File: src/frc_pkg.sv
// ----------------------------------------------------------------------------
// frc_pkg
// Shared types and constants of the fill-rectangle command generator.
// ----------------------------------------------------------------------------
`default_nettype none

package frc_pkg;

  // Display controller command codes
  localparam logic [15:0] CmdColumnSet = 16'h002A;
  localparam logic [15:0] CmdRowSet    = 16'h002B;
  localparam logic [15:0] CmdMemWrite  = 16'h002C;

  // Configuration register indexes
  localparam int unsigned CfgIdxW = 2;
  localparam logic [CfgIdxW-1:0] RegScreenWidth  = 2'd0;
  localparam logic [CfgIdxW-1:0] RegScreenHeight = 2'd1;

  localparam int unsigned ScreenW = 10;
  localparam logic [ScreenW-1:0] ScreenWidthRst  = 10'd240;
  localparam logic [ScreenW-1:0] ScreenHeightRst = 10'd320;

  // Queue between classifier and command sequencer
  localparam int unsigned QDepth = 4;
  localparam int unsigned QPtrW  = $clog2(QDepth);
  localparam int unsigned QCntW  = $clog2(QDepth + 1);

  localparam int unsigned CountW = 20;

  // One clipped rectangle, ready for command generation
  typedef struct packed {
    logic [15:0] x1;
    logic [15:0] x2;
    logic [15:0] y1;
    logic [15:0] y2;
    logic [15:0] w;
    logic [15:0] h;
    logic [15:0] color;
  } rect_entry_t;

  // Queue status seen by both sides
  typedef struct packed {
    logic             empty;
    logic [QCntW-1:0] count;
  } q_status_t;

endpackage

`default_nettype wire

File: src/frc_front.sv
// ----------------------------------------------------------------------------
// frc_front
// Accepts rectangle requests, normalizes negative sizes, drops empty and
// off-screen requests and clips the rest to the screen.
// ----------------------------------------------------------------------------
`default_nettype none

module frc_front (
  input  logic                          clk_i,
  input  logic                          rst_ni,
  input  logic                          start_i,
  output logic                          busy_o,
  input  logic signed [15:0]            origin_x_i,
  input  logic signed [15:0]            origin_y_i,
  input  logic signed [15:0]            rect_width_i,
  input  logic signed [15:0]            rect_height_i,
  input  logic [15:0]                   fill_color_i,
  input  logic [frc_pkg::ScreenW-1:0]   screen_width_i,
  input  logic [frc_pkg::ScreenW-1:0]   screen_height_i,
  input  frc_pkg::q_status_t            q_stat_i,
  output logic                          push_o,
  output frc_pkg::rect_entry_t          push_data_o
);
  import frc_pkg::*;

  localparam logic [QCntW:0] DepthLim = (QCntW + 1)'(QDepth);

  logic               accept;
  logic               zero_size;
  logic signed [15:0] x_n, y_n, w_n, h_n;

  logic               a_valid_q;
  logic signed [15:0] xa_q, ya_q, wa_q, ha_q;
  logic [15:0]        col_q;

  logic signed [15:0] sw16, sh16;
  logic signed [15:0] xe, ye;
  logic               x_over, y_over;
  logic               keep;
  logic signed [15:0] xc, yc, w_lo, h_lo, wc, hc, x2, y2;

  // Hold off new requests while in-flight items could overfill the queue
  assign busy_o = ({1'b0, q_stat_i.count} + {{QCntW{1'b0}}, a_valid_q}) >= DepthLim;
  assign accept = start_i && !busy_o;

  // Turn negative sizes around so the rectangle grows from the far edge
  always_comb begin
    zero_size = (rect_width_i == 16'sd0) || (rect_height_i == 16'sd0);
    if (rect_width_i[15]) begin
      x_n = origin_x_i + rect_width_i + 16'sd1;
      w_n = -rect_width_i;
    end else begin
      x_n = origin_x_i;
      w_n = rect_width_i;
    end
    if (rect_height_i[15]) begin
      y_n = origin_y_i + rect_height_i + 16'sd1;
      h_n = -rect_height_i;
    end else begin
      y_n = origin_y_i;
      h_n = rect_height_i;
    end
  end

  // Normalize stage: drop zero-size requests here
  always_ff @(posedge clk_i or negedge rst_ni) begin
    if (!rst_ni) begin
      a_valid_q <= 1'b0;
    end else begin
      a_valid_q <= accept && !zero_size;
    end
  end

  always_ff @(posedge clk_i) begin
    if (accept) begin
      xa_q  <= x_n;
      ya_q  <= y_n;
      wa_q  <= w_n;
      ha_q  <= h_n;
      col_q <= fill_color_i;
    end
  end

  // Classify against the screen and clip
  always_comb begin
    sw16   = $signed({6'b0, screen_width_i});
    sh16   = $signed({6'b0, screen_height_i});
    xe     = xa_q + wa_q - 16'sd1;
    ye     = ya_q + ha_q - 16'sd1;
    x_over = xe >= sw16;
    y_over = ye >= sh16;
    keep   = !(xa_q >= sw16) && !(ya_q >= sh16) && !xe[15] && !ye[15];

    xc   = xa_q[15] ? 16'sd0 : xa_q;
    yc   = ya_q[15] ? 16'sd0 : ya_q;
    w_lo = xa_q[15] ? xe + 16'sd1 : wa_q;
    h_lo = ya_q[15] ? ye + 16'sd1 : ha_q;
    wc   = x_over ? sw16 - xc : w_lo;
    hc   = y_over ? sh16 - yc : h_lo;
    // Far edge is the screen edge when clipped, else the unclipped edge
    x2   = x_over ? sw16 - 16'sd1 : xe;
    y2   = y_over ? sh16 - 16'sd1 : ye;
  end

  assign push_o            = a_valid_q && keep;
  assign push_data_o.x1    = xc;
  assign push_data_o.x2    = x2;
  assign push_data_o.y1    = yc;
  assign push_data_o.y2    = y2;
  assign push_data_o.w     = wc;
  assign push_data_o.h     = hc;
  assign push_data_o.color = col_q;

endmodule

`default_nettype wire

File: src/frc_queue.sv
// ----------------------------------------------------------------------------
// frc_queue
// Short FIFO of clipped rectangles between classifier and sequencer.
// ----------------------------------------------------------------------------
`default_nettype none

module frc_queue (
  input  logic                 clk_i,
  input  logic                 rst_ni,
  input  logic                 push_i,
  input  frc_pkg::rect_entry_t push_data_i,
  input  logic                 pop_i,
  output frc_pkg::rect_entry_t pop_data_o,
  output frc_pkg::q_status_t   stat_o
);
  import frc_pkg::*;

  rect_entry_t      mem_q [QDepth];
  logic [QPtrW-1:0] wr_ptr_q, rd_ptr_q;
  logic [QCntW-1:0] count_q, count_d;

  // Store pushed entries
  always_ff @(posedge clk_i) begin
    if (push_i) begin
      mem_q[wr_ptr_q] <= push_data_i;
    end
  end

  // Track occupancy
  always_comb begin
    count_d = count_q;
    if (push_i && !pop_i) begin
      count_d = count_q + 1'b1;
    end else if (pop_i && !push_i) begin
      count_d = count_q - 1'b1;
    end
  end

  // Advance pointers
  always_ff @(posedge clk_i or negedge rst_ni) begin
    if (!rst_ni) begin
      wr_ptr_q <= '0;
      rd_ptr_q <= '0;
      count_q  <= '0;
    end else begin
      if (push_i) begin
        wr_ptr_q <= (wr_ptr_q == QPtrW'(QDepth - 1)) ? '0 : wr_ptr_q + 1'b1;
      end
      if (pop_i) begin
        rd_ptr_q <= (rd_ptr_q == QPtrW'(QDepth - 1)) ? '0 : rd_ptr_q + 1'b1;
      end
      count_q <= count_d;
    end
  end

  assign pop_data_o   = mem_q[rd_ptr_q];
  assign stat_o.count = count_q;
  assign stat_o.empty = (count_q == '0);

endmodule

`default_nettype wire

File: src/frc_back.sv
// ----------------------------------------------------------------------------
// frc_back
// Sequencer that turns one clipped rectangle into seven command and data
// words and forms the pixel count.
// ----------------------------------------------------------------------------
`default_nettype none

module frc_back (
  input  logic                          clk_i,
  input  logic                          rst_ni,
  input  frc_pkg::q_status_t            q_stat_i,
  input  frc_pkg::rect_entry_t          q_data_i,
  output logic                          pop_o,
  output logic                          out_valid_o,
  output logic [15:0]                   out_word_o,
  output logic                          is_command_o,
  output logic [frc_pkg::CountW-1:0]    pixel_count_o,
  output logic [15:0]                   color_out_o,
  output logic                          last_o
);
  import frc_pkg::*;

  typedef enum logic [2:0] {
    StIdle,
    StColSet,
    StX1,
    StX2,
    StRowSet,
    StY1,
    StY2,
    StMemWr
  } step_e;

  step_e              state_q, state_d;
  rect_entry_t        ent_q;
  logic [CountW-1:0]  prod_q;
  logic [CountW-1:0]  w_ext, h_ext;
  logic [2*CountW-1:0] prod_full;

  // Take the next rectangle when idle or on the final word
  assign pop_o = !q_stat_i.empty && ((state_q == StIdle) || (state_q == StMemWr));

  always_comb begin
    case (state_q)
      StIdle:   state_d = pop_o ? StColSet : StIdle;
      StColSet: state_d = StX1;
      StX1:     state_d = StX2;
      StX2:     state_d = StRowSet;
      StRowSet: state_d = StY1;
      StY1:     state_d = StY2;
      StY2:     state_d = StMemWr;
      StMemWr:  state_d = pop_o ? StColSet : StIdle;
      default:  state_d = StIdle;
    endcase
  end

  // Latch the popped entry
  always_ff @(posedge clk_i) begin
    if (pop_o) begin
      ent_q <= q_data_i;
    end
  end

  // Pixel count: low bits of the product of the sign-extended sizes
  assign w_ext     = {{(CountW - 16){ent_q.w[15]}}, ent_q.w};
  assign h_ext     = {{(CountW - 16){ent_q.h[15]}}, ent_q.h};
  assign prod_full = w_ext * h_ext;

  always_ff @(posedge clk_i) begin
    prod_q <= prod_full[CountW-1:0];
  end

  // Step state and drive the registered result word
  always_ff @(posedge clk_i or negedge rst_ni) begin
    if (!rst_ni) begin
      state_q       <= StIdle;
      out_valid_o   <= 1'b0;
      out_word_o    <= '0;
      is_command_o  <= 1'b0;
      pixel_count_o <= '0;
      color_out_o   <= '0;
      last_o        <= 1'b0;
    end else begin
      state_q       <= state_d;
      out_valid_o   <= (state_q != StIdle);
      out_word_o    <= '0;
      is_command_o  <= 1'b0;
      pixel_count_o <= '0;
      color_out_o   <= '0;
      last_o        <= 1'b0;
      case (state_q)
        StIdle: begin
        end
        StColSet: begin
          out_word_o   <= CmdColumnSet;
          is_command_o <= 1'b1;
        end
        StX1:     out_word_o <= ent_q.x1;
        StX2:     out_word_o <= ent_q.x2;
        StRowSet: begin
          out_word_o   <= CmdRowSet;
          is_command_o <= 1'b1;
        end
        StY1:     out_word_o <= ent_q.y1;
        StY2:     out_word_o <= ent_q.y2;
        StMemWr: begin
          out_word_o    <= CmdMemWrite;
          is_command_o  <= 1'b1;
          pixel_count_o <= prod_q;
          color_out_o   <= ent_q.color;
          last_o        <= 1'b1;
        end
        default: begin
        end
      endcase
    end
  end

endmodule

`default_nettype wire

File: src/fill_rect_clip_command_gen.sv
// A taken request is registered in the normalize stage, clipped and queued;
// the command sequencer then pops it and emits one word per cycle, seven per
// visible rectangle, memory-write last; dropped requests take no sequencer time.
// A four-entry queue lets new requests enter while words are still going out.
// Reset: screen size returns to 240 x 320, queue empties, no result pending.
// Results cannot be stalled; each word is shown for exactly one cycle.
// ----------------------------------------------------------------------------
// fill_rect_clip_command_gen
// Clips a filled-rectangle request to the screen and emits the column,
// row and memory-write command sequence for a display controller.
// ----------------------------------------------------------------------------
`default_nettype none

module fill_rect_clip_command_gen (
  input  logic                          clk_i,
  input  logic                          rst_ni,
  input  logic                          start,
  output logic                          busy,
  input  logic signed [15:0]            origin_x_i,
  input  logic signed [15:0]            origin_y_i,
  input  logic signed [15:0]            rect_width_i,
  input  logic signed [15:0]            rect_height_i,
  input  logic [15:0]                   fill_color_i,
  input  logic                          cfg_valid_i,
  output logic                          cfg_ready_o,
  input  logic [frc_pkg::CfgIdxW-1:0]   cfg_index_i,
  input  logic [frc_pkg::ScreenW-1:0]   cfg_data_i,
  output logic                          out_valid_o,
  output logic [15:0]                   out_word_o,
  output logic                          is_command_o,
  output logic [frc_pkg::CountW-1:0]    pixel_count_o,
  output logic [15:0]                   color_out_o,
  output logic                          last_o
);
  import frc_pkg::*;

  logic [ScreenW-1:0] screen_width_q, screen_height_q;
  logic               push, pop;
  rect_entry_t        push_data, pop_data;
  q_status_t          q_stat;

  // Configuration writes are never back-pressured: ready is tied high
  assign cfg_ready_o = 1'b1;

  always_ff @(posedge clk_i or negedge rst_ni) begin
    if (!rst_ni) begin
      screen_width_q  <= ScreenWidthRst;
      screen_height_q <= ScreenHeightRst;
    end else if (cfg_valid_i && cfg_ready_o) begin
      case (cfg_index_i)
        RegScreenWidth:  screen_width_q  <= cfg_data_i;
        RegScreenHeight: screen_height_q <= cfg_data_i;
        default: begin
        end
      endcase
    end
  end

  frc_front u_front (
    .clk_i           (clk_i),
    .rst_ni          (rst_ni),
    .start_i         (start),
    .busy_o          (busy),
    .origin_x_i      (origin_x_i),
    .origin_y_i      (origin_y_i),
    .rect_width_i    (rect_width_i),
    .rect_height_i   (rect_height_i),
    .fill_color_i    (fill_color_i),
    .screen_width_i  (screen_width_q),
    .screen_height_i (screen_height_q),
    .q_stat_i        (q_stat),
    .push_o          (push),
    .push_data_o     (push_data)
  );

  frc_queue u_queue (
    .clk_i       (clk_i),
    .rst_ni      (rst_ni),
    .push_i      (push),
    .push_data_i (push_data),
    .pop_i       (pop),
    .pop_data_o  (pop_data),
    .stat_o      (q_stat)
  );

  frc_back u_back (
    .clk_i         (clk_i),
    .rst_ni        (rst_ni),
    .q_stat_i      (q_stat),
    .q_data_i      (pop_data),
    .pop_o         (pop),
    .out_valid_o   (out_valid_o),
    .out_word_o    (out_word_o),
    .is_command_o  (is_command_o),
    .pixel_count_o (pixel_count_o),
    .color_out_o   (color_out_o),
    .last_o        (last_o)
  );

endmodule

`default_nettype wire

File: config.mk
export PLATFORM = sky130hd
export DESIGN_NAME = fill_rect_clip_command_gen
export DESIGN_NICKNAME = d
export VERILOG_FILES = /design/src/frc_pkg.sv /design/src/frc_front.sv /design/src/frc_queue.sv /design/src/frc_back.sv /design/src/fill_rect_clip_command_gen.sv
export SDC_FILE = /design/constraint.sdc
export NUM_CORES = 1
export LEC_CHECK = 0
export ABC_AREA = 1
export BUFFER_PORTS_ARGS = -buffer_cell sky130_fd_sc_hd__buf_2
export CELL_PAD_IN_SITES_DETAIL_PLACEMENT = 2
export CELL_PAD_IN_SITES_GLOBAL_PLACEMENT = 2
export CORE_MARGIN = 2
export CORE_UTILIZATION = 44
export DETAILED_ROUTE_END_ITERATION = 10
export PLACE_DENSITY_LB_ADDON = 0.1
export RECOVER_POWER = 25
export SLEW_MARGIN = 20
export SYNTH_ARGS = -nofsm -noshare
export SYNTH_HDL_FRONTEND = slang
export SYNTH_HIERARCHICAL = 1
export SYNTH_SLANG_ARGS = --single-unit
File: constraint.sdc
create_clock -name clk_i -period 16.7 [get_ports clk_i]
set_input_delay 2.505 -clock clk_i [delete_from_list [all_inputs] [get_ports clk_i]]
set_output_delay 2.505 -clock clk_i [all_outputs]
set_load 0.02 [all_outputs]
[Word-level counts from Yosys, hierarchy flattened]
Memory sizes are Yosys's and may differ from the RTL's. A register that Yosys moved wholly into a read port is not among the register bits.
Cells that the tools add are included.
Operators by class
  $add $sub $neg: 21
  multiply operators: 1
  order comparisons: 5
  equal/unequal tests: 10
  mux-type cells: 25
  reductions and logical operators: 31
Operators by type and width (number)
  16-bit 2-to-1 mux: 9
  16-bit one-hot mux with 7 select lines: 1
  16-bit adder: 4
  16-bit by 2-bit adder with 16-bit output, second input constant: 4
  16-bit by 11-bit greater-or-equal comparator with 1-bit output: 4
  15-bit 2-to-1 mux: 4
  16-bit logical NOT: 2
  16-bit negator: 2
  11-bit by 16-bit subtractor with 16-bit output: 2
  16-bit by 2-bit subtractor with 16-bit output, second input constant: 2
  10-bit by 1-bit subtractor with 11-bit output, second input constant: 2
  3-bit one-hot mux with 7 select lines: 1
  16-bit by 16-bit multiplier with 20-bit output: 1
  20-bit 2-to-1 mux: 1
  3-bit == test, second input constant: 4
  1-bit logical AND: 9
  1-bit logical NOT: 9
  3-bit by 2-bit == test with 1-bit output, second input constant: 2
  3-bit logical NOT: 2
  3-bit 2-to-1 mux: 2
  1-bit 2-to-1 mux: 5
  2-bit by 1-bit adder with 2-bit output, second input constant: 2
  3-bit by 1-bit adder with 4-bit output: 1
  2-bit == test, second input constant: 2
  13 further kinds: 16
Word-level totals
  register bits after elaboration: 218
  bits in writable memories: 440
  input port bits: 96
  output and inout bits: 57
  word-level logic and storage cells: 117
  memories kept: 1
Memory list
  u_queue.mem_q: depth 4, width 110, rd ports 1, clocked after memory_dff 1, write ports 1, RTL line frc_queue.sv:18  | rect_entry_t mem_q [QDepth];

[Logic depth before layout (Yosys ltp)]
Gate-level depths: netlist (run 1).
  depth after elaboration: 10
  mapped depth: 30
  gate-level depth less buffers: 29

[By module]
Netlist (run 1), hierarchy kept.
By module, submodules not included
  frc_queue: times used 1, cells an instance 1358, area each 18086.1 um^2
  frc_back: times used 1, cells an instance 1301, area each 12517.0 um^2
  frc_front: times used 1, cells an instance 1791, area each 11568.6 um^2
  fill_rect_clip_command_gen: times used 1, cells an instance 91, area each 844.6 um^2

[Worst setup path before layout (run 1)]
No wires, ideal clock.
  path kind: register to register
  start point: register u_back.state_q[2]
  end point: register u_queue.count_q[1]
  setup time: 0.117 ns
  data arrival time: 7.540 ns
  required time: 16.583 ns
  path slack: 9.044 ns
  cell stages (with the launch flop): 11
  buffers on the path: 0
  period minus slack after synthesis: 7.656 ns
  cells stage by stage: dfrtp_1 > inv_2 > nor2_2 > inv_2 > a21oi_1 > inv_1 > ha_1 > inv_1 > fa_1 > nand2_1 > nand2_1
On the way
  longest elaborated chain between the ends: 6
  elaborated cells on any way between the ends: 9
Ends and longest elaborated chain
  start: declaration: RTL line frc_back.sv:34  | step_e state_q, state_d;
  start signal: assignment: RTL line frc_back.sv:76  | state_q <= StIdle;
  start signal: assignment: RTL line frc_back.sv:84  | state_q <= state_d;
  3-bit == test or 3-bit logical NOT (tied branches): RTL line frc_back.sv:41  | assign pop_o = !q_stat_i.empty && ((state_q == StIdle) || (state_q == StMemWr));
  1-bit logical OR (*): RTL line frc_back.sv:41
  1-bit logical AND (*): RTL line frc_back.sv:41
  via pop: RTL line fill_rect_clip_command_gen.sv:38  | logic push, pop;
  1-bit logical NOT (*): RTL line frc_queue.sv:32  | if (push_i && !pop_i) begin
  1-bit logical AND (*): RTL line frc_queue.sv:32
  3-bit 2-to-1 mux (*): RTL line frc_queue.sv:32
  via u_queue.count_d[1]: RTL line frc_queue.sv:20  | logic [QCntW-1:0] count_q, count_d;
  end signal: assignment: RTL line frc_queue.sv:52  | count_q <= count_d;
  end: declaration: RTL line frc_queue.sv:20
The timed path passes the listed nets; every way through them passes the cells marked *.
A chain may end at the register's enable or synchronous reset.

==> run summary, run 1 <==
Entering global routing, the biggest net connects 204 pins. The effective utilization at floorplan came out at 0.4442. The slowest stage of the critical path belongs to the cell clkinvlp_2.

Summed over all nets, the half-perimeter wirelength after detailed placement is 105800 um. The number of global-route vias before repair is 37360, and the number of violations reported at the end of detailed-routing iteration 0 is 2064. In this run, synthesis inferred 640 flip-flops with an integrated enable.

The max capacitance violation total is 9, and the clock-pin transition on the worst setup and hold timing paths is 0.07 ns. The worst-case reg-to-reg path depth was 4. The number of buffers added on ports is 151, and the remaining design rule violation count is 0. The tools report the area enclosed by the die boundary as 100300 um^2.

TritonCTS built the clock tree. Initial antenna violation count: 4. In this design, the largest share of critical-path delay is due to buffers and inverters.

Ranked by total cell area, the synthesized netlist is headed by edfxtp_1, nand2_1, inv_1. 153 I/O pins were placed. The clock tree synthesis step divided the H-tree into 3 levels.

In this run the post-CTS setup repair buffer count came out at 0. The largest stage delay on the critical path was 4.05 ns; the count of warnings emitted by yosys was 6. For the sum of negative setup slack, the log shows 0 ns.

The fraction of the cycle the final worst path needs is 0.5370. Counting every sink on the clock net gives 746. From synthesis to final layout, the design area changed by 10.41%. The maximum net fanout on the critical path was 75. Sorting the synthesized cells by how often they occur yields nand2_1, inv_1, edfxtp_1. Root cell of the clock tree: clkbuf_16. Post-CTS repair changed the size of 0 cells.

The synthesized netlist occupies a cell area of 43020 um^2. The count of endpoints failing setup in the final report is 0. Source of the worst hold timing path: u_back/prod_q[18].

Dividing the detail-routed wire length by the instance count gives 25.64 um. nand2_1 is the most common cell in the netlist. Setup repair after global routing left no endpoint under its margin. Across the routed clock network, the largest skew measured is 0.05326 ns. The run gives 7 as the count of TritonRoute iterations in the first routing pass. Number of vias per cell: 5.490. The start-to-end type of the worst setup path is flop to flop. The smallest clock period supported by the final layout is computed as 8.968 ns. For the fraction of the yosys area taken by sequential cells, the log shows 0.5063.

For the clock latency reported for the late side of the worst-skew pair, the log shows 0.68 ns. The final global-route overflow total was 0. The minimum setup slack among reg-to-reg paths was 7.73 ns. The worst hold-check path type was flop to flop. The endpoint arrival time on the critical path is 9.35 ns. The worst register-to-register path begins at u_queue/rd_ptr_q[1]. The run finished, with violations left.

From left edge to right edge, the die measures 316.7 um. The clock passes through at most 3 buffers. The tools report the type of destination of the critical path as a flop. Each instance of the synthesized netlist takes up on average 9.473 um^2. Final hold violation count: 0. The core box area was 96850 um^2. The critical path contains buffers and inverters numbering 2 combined. Counting flops and latches in the post-synthesis netlist gives 746.

The most used flip-flop cell after synthesis is edfxtp_1. The top cell type's share of synthesized area was 0.4468. Across all layers, the routed design uses 32900 vias.

Routability-driven placement finished with a final weighted congestion of 0.8366. The logs give 0.3095 for the overall global routing resource usage and 85 for the TritonCTS buffer count. The worst reg2reg path endpoint was u_back/ent_q[47]. The endpoint of the worst hold-timing path is u_back/pixel_count_o[18]. The synthesized netlist contains 56 unique library cells. For the pin with the worst max-slew slack, the measured transition is 3.672 ns. Row generation in the floorplan step produced 114 rows. The final reports fail on max-capacitance violations, max-slew violations.

The worst hold path was traced through 2 stages. The logs give 153700 um for the total detailed-routing wirelength and 0 for the post-cts hold buffer count. The synthesized design spends more area on one cell type than any other, namely edfxtp_1. STA puts the critical path data required time at 17.08 ns.

The ratio of cells with drive above 1 in the final layout came out at 0.07211. The count of nets left with antenna violations once routing finished came out at 0. For the first-pass GRT wire length, the log shows 232700 um. The signal on the critical path passes through clkinvlp_2 -> clkbuf_1 -> o211ai_1 -> nand2_1. The tools report the fmax as 0.1115 GHz. From bottom edge to top edge, the die measures 316.7 um. The share of async-settable or async-resettable flops after synthesis is 0.1153, and the worst max-slew margin expressed relative to the limit is -1.448. Fill cells in the final layout number 10290.

The layout net count was 5111; the final number of max-transition violations was 448. The cell count after synthesis came out at 4541. The worst setup path is launched from a flop.
==> through the flow <==
step	hold slack (ns)	worst slack [ns]	instances	utilization	cell area, um^2
floorplan	0.3876	9.044	4542	-	43020
global placement	0.3945	10.96	5833	0.4618	44720
detailed placement	0.4007	10.82	5833	0.4618	44730
CTS	0.4122	10.72	5991	0.4909	47540
global route	0.4348	7.456	5991	0.4904	47490
finish	0.4072	7.732	5992	0.4904	47490
==> sequential cells by signal, summed over array words and instances, names as in the netlist, 10 cells and up <==
name / flops
u_queue/mem_q: 448
u_back/ent_q: 112
u_back/pixel_count_o: 20
u_back/prod_q: 20
u_back/color_out_o: 16
u_back/out_word_o: 16
u_front/col_q: 16
u_front/ha_q: 16
u_front/wa_q: 16
u_front/xa_q: 16
u_front/ya_q: 16
screen_height_q: 10
screen_width_q: 10
==> layout by cell type, fill, tap and decap left out, drive strengths merged, types with 59 or more instances in the layout <==
master,synthesis,layout
inv,950,950
nor2,218,218
nand2,1217,1217
nand4,59,59
clkbuf,43,124
o211ai,234,234
a21oi,90,90
xor2,67,67
ha,228,228
buf,111,154
o21ai,132,132
edfxtp,640,640
nand3,156,156
dfrtp,80,80
fa,143,143
==> cells by family (layout without fill, tap and decap cells) <==
group / Yosys count / in the layout / share of synthesized area
and+or+nand+nor: 1703 / 1703 / 0.1609
buffers and inverters: 1106 / 1279 / 0.1024
DFF: 746 / 746 / 0.5063
AOI/OAI and AO/OA: 511 / 511 / 0.07624
adders and majority gates: 371 / 371 / 0.1329
xor gates and xnor gates: 102 / 102 / 0.02112
other: 2 / 4 / 0.0001746
==> tightest hold or removal path: stages (launching register included) <==
cell	delay (ns)
dfxtp_1	0.29
inv_1	0.04
nor2_1	0.04
==> final cells by class <==
| cell class | instances | area, um^2 | area share |
|---|---|---|---|
| Sequential cell | 746 | 21780 | 0.4585 |
| Multi-Input combinational cell | 2690 | 16840 | 0.3546 |
| Inverter | 952 | 3600 | 0.07579 |
| Clock buffer | 109 | 2308 | 0.04860 |
| Tap cell | 1276 | 1597 | 0.03362 |
| Timing Repair Buffer | 169 | 859.6 | 0.01810 |
| Clock inverter | 49 | 505.5 | 0.01064 |
| Antenna cell | 1 | 2.502 | 0.00005269 |
==> how the worst max path moves through the flow <==
| stage | from | endpoint | slack, ns | cells after the start |
|---|---|---|---|---|
| after CTS | u_back/ent_q[36] | u_back/prod_q[19] | 10.72 | 20 |
| after floorplan | u_back/state_q[2] | u_queue/count_q[1] | 9.04 | 10 |
| after global placement | u_back/ent_q[37] | u_back/prod_q[19] | 10.96 | 22 |
| final | u_queue/rd_ptr_q[1] | u_back/ent_q[47] | 7.73 | 4 |
| after global routing | u_queue/rd_ptr_q[1] | u_back/ent_q[47] | 7.46 | 4 |
| after detailed placement | u_back/ent_q[38] | u_back/prod_q[19] | 10.82 | 22 |
==> layer usage <==
metal / up-vias / part of all wire / GRT usage
met4: 0 / 0.042 / 0.1231
met2: 935 / 0.52 / 0.5657
met3: 322 / 0.041 / 0.03931
met5: - / 0 / 0
met1: 16820 / 0.40 / 0.3679
li1: 14820 / - / -
Power of run 1 is not shown: default switching activity piles up to over one toggle a cycle in this logic, so the estimate is an artifact.
==> run 2: changes to the inputs <==
--- a/config.mk
+++ b/config.mk
@@ -10,7 +10,7 @@
 export CELL_PAD_IN_SITES_DETAIL_PLACEMENT = 2
 export CELL_PAD_IN_SITES_GLOBAL_PLACEMENT = 2
 export CORE_MARGIN = 2
-export CORE_UTILIZATION = 44
+export CORE_UTILIZATION = 41
 export DETAILED_ROUTE_END_ITERATION = 10
 export PLACE_DENSITY_LB_ADDON = 0.1
 export RECOVER_POWER = 25
==> constraint.sdc (replaced) <==
create_clock -name clk_i -period 9.24 [get_ports clk_i]
set_input_delay 1.386 -clock clk_i [delete_from_list [all_inputs] [get_ports clk_i]]
set_output_delay 1.386 -clock clk_i [all_outputs]
set_load 0.02 [all_outputs]
==> run 2 against run 1 <==
  * Setup slack got worse by 4.6 ns
  * Via count fell by 3.0%
  * Largest cell class unchanged
  * Critical endpoint is now u_queue/mem_q[0][64]
  * The flow still finishes with violations (max-capacitance violations, max-slew violations)
  * Global-route usage shrank 5.1 points
==> run summary, run 2 (synthesized netlist as in run 1, its figures left out) <==
The library cell used most frequently in the layout, excluding fill and tap cells, is nand2_1. The final hold violation count was 0 (unchanged); the overall global routing resource usage was 0.2584 (-0.05105). The max capacitance violation total was 7 (-2). Number of clock sinks seen by CTS: 746 (unchanged).

The die span in y works out to 327.9 um (+3.5%). The run gives 137600 um (-10%) as the total detailed-routing wirelength. The tools report the post-CTS resize count as 0 (unchanged). The largest stage delay on the critical path was 1.56 ns (-2.49 ns); the count of endpoints failing setup in the final report was 0 (unchanged).

The tools report the first-pass GRT wire length as 212800 um (-8.6%). Clock latency reported for the late side of the worst-skew pair: 0.68 ns (about the same). The endpoint arrival time on the critical path came out at 6.36 ns (-2.99 ns). The initial antenna violation count is 7 (+3), and the number of violations reported at the end of detailed-routing iteration 0 is 1438 (-30%). Clock-pin transition on the worst setup and hold timing paths: 0.06 ns (about the same). The tools report the number of global-route vias before repair as 35730 (-4.3%). The run gives 0.4575 (-0.03292) as the utilization after layout. The logs give 0 (unchanged) for the post-cts hold buffer count and 107500 um^2 (+7.2%) for the area enclosed by the die boundary. The post-layout instance area is 47480 um^2 (about the same).

In the final layout, the registers with the most flip-flops are u_queue/mem_q (448), u_back/ent_q (112). The placed cell area was 44880 um^2 (+0.34%). The TritonCTS buffer count is 82 (-3.5%), and the count of boundary I/O pins is 153 (unchanged). Number of flip-flops under the largest register name: 448 (unchanged). The root cell of the clock tree was clkbuf_16. In the layout the commonest cells are nand2_1, inv_1, edfxtp_1, o211ai_1, ha_1. The run gives 5937 (+1.8%) as the number of placed cells counting well taps.

The count of vias placed by the detailed router was 31930 (-3.0%); the sum of negative setup slack was 0 ns (unchanged). The tools report the count of antenna-violating nets left after detailed routing as 0 (unchanged). The final reports fail on max-capacitance violations, max-slew violations. The start-to-end type of the worst setup path was flop to flop. The element type at the critical path start is a flop. The buffer and inverter count on the worst path works out to 4 (+2). The fraction of the cycle the final worst path needs came out at 0.6602 (+0.1232). Ratio of cells with drive above 1 in the final layout: 0.07116 (-0.0009548). Ranked by flip-flop count, first place goes to u_queue/mem_q. For the count of TritonRoute iterations in the first routing pass, the log shows 5 (-2). The worst max-slew margin expressed relative to the limit came out at -1.271 (+0.1776). The effective utilization at floorplan was 0.4144 (-0.02971). The slowest stage of the critical path is the clkbuf_1 cell.

The run finished, with violations left. TritonCTS built the clock tree. The signal on the critical path passes through clkbuf_1 -> inv_1 -> nand4_1 -> nor4_1 -> a31oi_1 -> nand4_1 -> nor2_1 -> nand2_1 -> inv_4 -> buf_4.

The core box area was 103800 um^2 (+7.2%); the number of buffers added on ports was 151 (unchanged). Setup repair after global routing left no endpoint under its margin. The maximum clock path buffer count is 3 (unchanged), and the number of vias per cell is 5.241 (-4.5%).

The floorplan row count came out at 118 (+3.5%). The worst clock skew came out at 0.04161 ns (-0.01165 ns). The post-layout instance count excluding filler cells was 6091 (+1.7%); the synthesis-to-layout area growth was 10.38% (about the same). The type of destination of the critical path is a flop.

The cell family contributing the most delay on the critical path is buffers and inverters. The maximum net fanout on the critical path is 60 (-20%), and the final global-route overflow total is 0 (unchanged). The tools report the required time of the critical path as 9.50 ns (-7.58 ns). The minimum period implied by the final worst setup slack came out at 6.100 ns (-2.868 ns).

For the post-CTS setup buffer count, the log shows 0 (unchanged). The tools report the remaining design rule violation count as 0 (unchanged). The average detailed-routed wire length per instance came out at 22.59 um (-12%). The layout net count was 5108 (-0.059%). The tools report the largest net degree at the start of global routing as 258 (+26%). Cell occurring most often along the worst timing path: nand4_1. The run gives 99300 um (-6.2%) as the final HPWL from detailed placement. The worst hold-check path type is flop to flop. The final number of max-transition violations was 314 (-30%); the fmax was 0.1639 GHz (+47%). The maximum level of the CTS H-tree is 3 (unchanged). The actual slew at the worst max-slew pin was 3.387 ns (-0.2850 ns). Global placer's final weighted congestion: 0.8214 (-1.8%). The horizontal die dimension was 327.9 um (+3.5%).
[run 2: changes by cell type in the layout (fill, tap and decap cells not counted), moves of 3 or more]
| cell | delta |
|---|---|
| buf_2 | -3 |
| inv_6 | +3 |
| clkinv_1 | -4 |
| clkbuf_16 | -4 |
[run 2: layout make-up]
cell class / instances / area (um^2)
Multi-Input combinational cell: 2690 / 16830
Antenna cell: 3 / 7.507
Tap cell: 1380 / 1727
Timing Repair Buffer: 169 / 888.4
Inverter: 952 / 3595
Clock inverter: 44 / 412.9
Sequential cell: 746 / 21780
Clock buffer: 107 / 2236
Fill cell: 11170 / 56310
[run 2: path summary, 6_finish.rpt]
kind	startpoint	end	slack [ns]	depth (start not counted)
max	u_front/xa_q[15]	u_queue/mem_q[0][64]	3.14	10
min	u_back/prod_q[18]	u_back/pixel_count_o[18]	0.41	2
max reg2reg	u_front/xa_q[15]	u_queue/mem_q[0][64]	3.14	10
min reg2reg	u_back/prod_q[18]	u_back/pixel_count_o[18]	0.41	2
max in group asynchronous	rst_ni	screen_height_q[4]	3.91	2
min in group asynchronous	rst_ni	u_back/color_out_o[12]	1.63	1
[run 2: tightest hold or removal path, stage by stage, from the launching register on]
cell and delay [ns]:
dfxtp_1 0.30, inv_1 0.04, nor2_1 0.03
[run 2: layer usage]
| metal | vias to the layer above | share of wire | global-route usage | routed length [um] |
|---|---|---|---|---|
| met5 | - | 0.00025 | 0 | 34 |
| met4 | 4 | 0.025 | 0.06701 | 3444 |
| met3 | 172 | 0.030 | 0.02657 | 4066 |
| met2 | 548 | 0.51 | 0.4721 | 70680 |
| met1 | 16340 | 0.43 | 0.3251 | 59340 |
| li1 | 14860 | - | - | - |
[run 2: metrics by stage]
step	hold WS, ns	setup WS, ns
after floorplan	0.3876	1.584
after detailed placement	0.4024	3.368
final	0.4061	3.140
after global routing	0.4296	2.642
after global placement	0.3900	3.520
after CTS	0.4119	3.347
Power of run 2 is left out for the same reason.
==> run 3: changes to the inputs <==
==> constraint.sdc (replaced) <==
create_clock -name clk_i -period 5.8 [get_ports clk_i]
set_input_delay 0.87 -clock clk_i [delete_from_list [all_inputs] [get_ports clk_i]]
set_output_delay 0.87 -clock clk_i [all_outputs]
set_load 0.02 [all_outputs]
==> run 3 against run 2 <==
  * The run still ends with max-capacitance violations, max-slew violations left
  * Final cell count grew 0.94%
  * Via count grew 0.38%
  * Global-route usage rose by 0.24 points
  * Critical path type unchanged
  * Highest routed layer unchanged
==> run summary, run 3 (synthesized netlist as in run 1, its figures left out) <==
Global placer's final weighted congestion: 0.8399 (+2.3%). The minimum period implied by the final worst setup slack is 5.595 ns (-0.5052 ns). The required time of the critical path was 6.36 ns (-3.14 ns); the placed cell area was 45300 um^2 (+0.94%).

Root cell of the clock tree: clkbuf_16. Actual slew at the worst max-slew pin: 2.888 ns (-0.4990 ns). Number of buffers added on ports: 151 (unchanged).

Area enclosed by the die boundary: 107500 um^2 (unchanged). Counting flops per register, the top entry is u_queue/mem_q. TritonCTS built the clock tree. The fmax came out at 0.1787 GHz (+9.0%). For the count of antenna-violating nets left after detailed routing, the log shows 0 (unchanged).

The die span in y was 327.9 um (unchanged); the post-layout instance area was 48250 um^2 (+1.6%). STA classifies the critical path endpoint as a flop. The TritonCTS buffer count was 84 (+2.4%). The endpoint arrival time on the critical path is 6.16 ns (-0.20 ns), and the minimum setup slack among reg-to-reg paths is 0.21 ns (-2.93 ns).

The worst register-to-register path begins at u_back/ent_q[37]. The logs give 0.3707 ns (-0.03535 ns) for the final-layout worst hold slack and 11130 (-0.40%) for the final-layout fill cell count. For the clock latency reported for the late side of the worst-skew pair, the log shows 0.68 ns (about the same).

The tools report the combined flip-flop and latch cell area as 21780 um^2 (unchanged). The checks that failed: max-capacitance violations, max-slew violations. The layout net count was 5166 (+1.1%); the first-pass GRT wire length was 213100 um (+0.17%). The multi-input gate area in the final layout came out at 16840 um^2 (about the same). The run gives 173 (-45%) as the final number of max-transition violations.

The tools report the final HPWL from detailed placement as 102600 um (+3.3%). STA classifies the critical path startpoint as a flop. The logs give 4 (-3) for the max capacitance violation total and 0 (unchanged) for the final global-route overflow total. The logs give -0.9254 (+0.3451) for the worst max-slew margin expressed relative to the limit and 139400 um (+1.3%) for the total detailed-routing wirelength. The utilization after layout was 0.4649 (+0.007402); the clock-pin transition on the worst setup and hold timing paths was 0.06 ns (about the same).

The run gives 103800 um^2 (unchanged) as the core box area. The remaining design rule violation count was 0 (unchanged); the fraction of the cycle the final worst path needs was 0.9646 (+0.3044). The average detailed-routed wire length per instance is 22.68 um (+0.40%), and the maximum net fanout on the critical path is 8 (-87%). The most common library cell in the layout ignoring fill and taps was nand2_1.

Effective utilization at floorplan: 0.4144 (unchanged). The largest registers in the layout are u_queue/mem_q (448), u_back/ent_q (112). The horizontal die dimension came out at 327.9 um (unchanged).

The number of vias per cell is 5.212 (-0.55%). The start point of the critical path was u_back/ent_q[37]. The logs give 746 (unchanged) for the number of clock sinks seen by CTS and 32050 (+0.38%) for the count of vias placed by the detailed router.

Source of the worst hold timing path: fill_color_i[11]. The library cells used most frequently in the layout, excluding fill and tap cells, are nand2_1, inv_1, edfxtp_1, o211ai_1, ha_1. The count of endpoints failing setup in the final report was 0 (unchanged). The start-to-end type of the worst setup path was flop to flop.

The number of violations reported at the end of detailed-routing iteration 0 was 1785 (+24%). The maximum level of the CTS H-tree is 3 (unchanged). The worst hold path belongs to the class input port to flop. The maximum clock path buffer count was 3 (unchanged); the number of flip-flops under the largest register name was 448 (unchanged).

Largest net degree at the start of global routing: 136 (-47%). The synthesis-to-layout area growth is 12.17%, and the final hold violation count is 0 (unchanged). The count of TritonRoute iterations in the first routing pass was 5 (unchanged).

The count of boundary I/O pins was 153 (unchanged); the overall global routing resource usage was 0.2608 (+0.002353). Worst clock skew: 0.03984 ns (-0.001774 ns). The ratio of cells with drive above 1 in the final layout is 0.08181 (+0.01066), and the number of global-route vias before repair is 35790 (+0.16%).

The floorplan row count is 118 (unchanged). For the initial antenna violation count, the log shows 6 (-1). The run finished, with violations left.
==> run 3: worst max-delay path: stages, from the launching register on <==
cell,delay [ns]
edfxtp_1,0.49
buf_4,0.19
buf_4,0.16
nand2_1,0.06
inv_1,0.06
fa_1,0.51
inv_1,0.06
fa_1,0.51
fa_1,0.44
fa_1,0.54
inv_1,0.05
fa_1,0.47
inv_1,0.05
fa_1,0.53
inv_1,0.04
ha_2,0.36
nand2_1,0.09
nor2_1,0.16
nand3_1,0.10
nand3_1,0.16
nand3_1,0.12
o21ai_1,0.20
inv_1,0.06
nand2_1,0.06
nand2_1,0.04
==> run 3: path summary, 6_finish.rpt <==
kind / to / cells after the start
setup / recovery: u_back/prod_q[19] / 24
hold / removal: u_front/col_q[11] / 1
setup reg to reg: u_back/prod_q[19] / 24
hold reg to reg: u_back/pixel_count_o[14] / 2
max in group asynchronous: screen_height_q[3] / 2
min in group asynchronous: u_back/color_out_o[7] / 1
==> run 3: timing repair <==
item / 4_1_cts / 5_1_grt
setup endpoints to repair: 1 / 1
pin swaps: 0 / 0
resized for setup: 0 / 2
buffers inserted: 5 / 12
hold buffers: 0 / 0
==> run 3: area by class of cell <==
| type | count | area share |
|---|---|---|
| Timing Repair Buffer | 225 | 0.02951 |
| Clock inverter | 51 | 0.01221 |
| Antenna cell | 1 | 0.00005186 |
| Clock buffer | 103 | 0.04743 |
| Tap cell | 1380 | 0.03579 |
| Multi-Input combinational cell | 2690 | 0.3490 |
| Sequential cell | 746 | 0.4514 |
| Inverter | 952 | 0.07458 |
==> run 3: metal layers <==
layer,share of wire,vias to the layer above,GRT usage
met5,0.00035,-,0
li1,-,14940,-
met4,0.028,6,0.07858
met1,0.42,16280,0.3253
met3,0.041,190,0.03533
met2,0.51,629,0.4680
==> run 3: metrics by stage <==
stage / TNS [ns] / setup slack, ns / instances
finish: 0 / 0.2053 / 6148
global route: -0.01600 / -0.01600 / 6147
CTS: 0 / 0.02415 / 6135
detailed placement: -0.08338 / -0.08338 / 5976
global placement: 0 / 0.2454 / 5976
floorplan: 0 / 0.4817 / 4542
Power of run 3 is left out for the same reason.
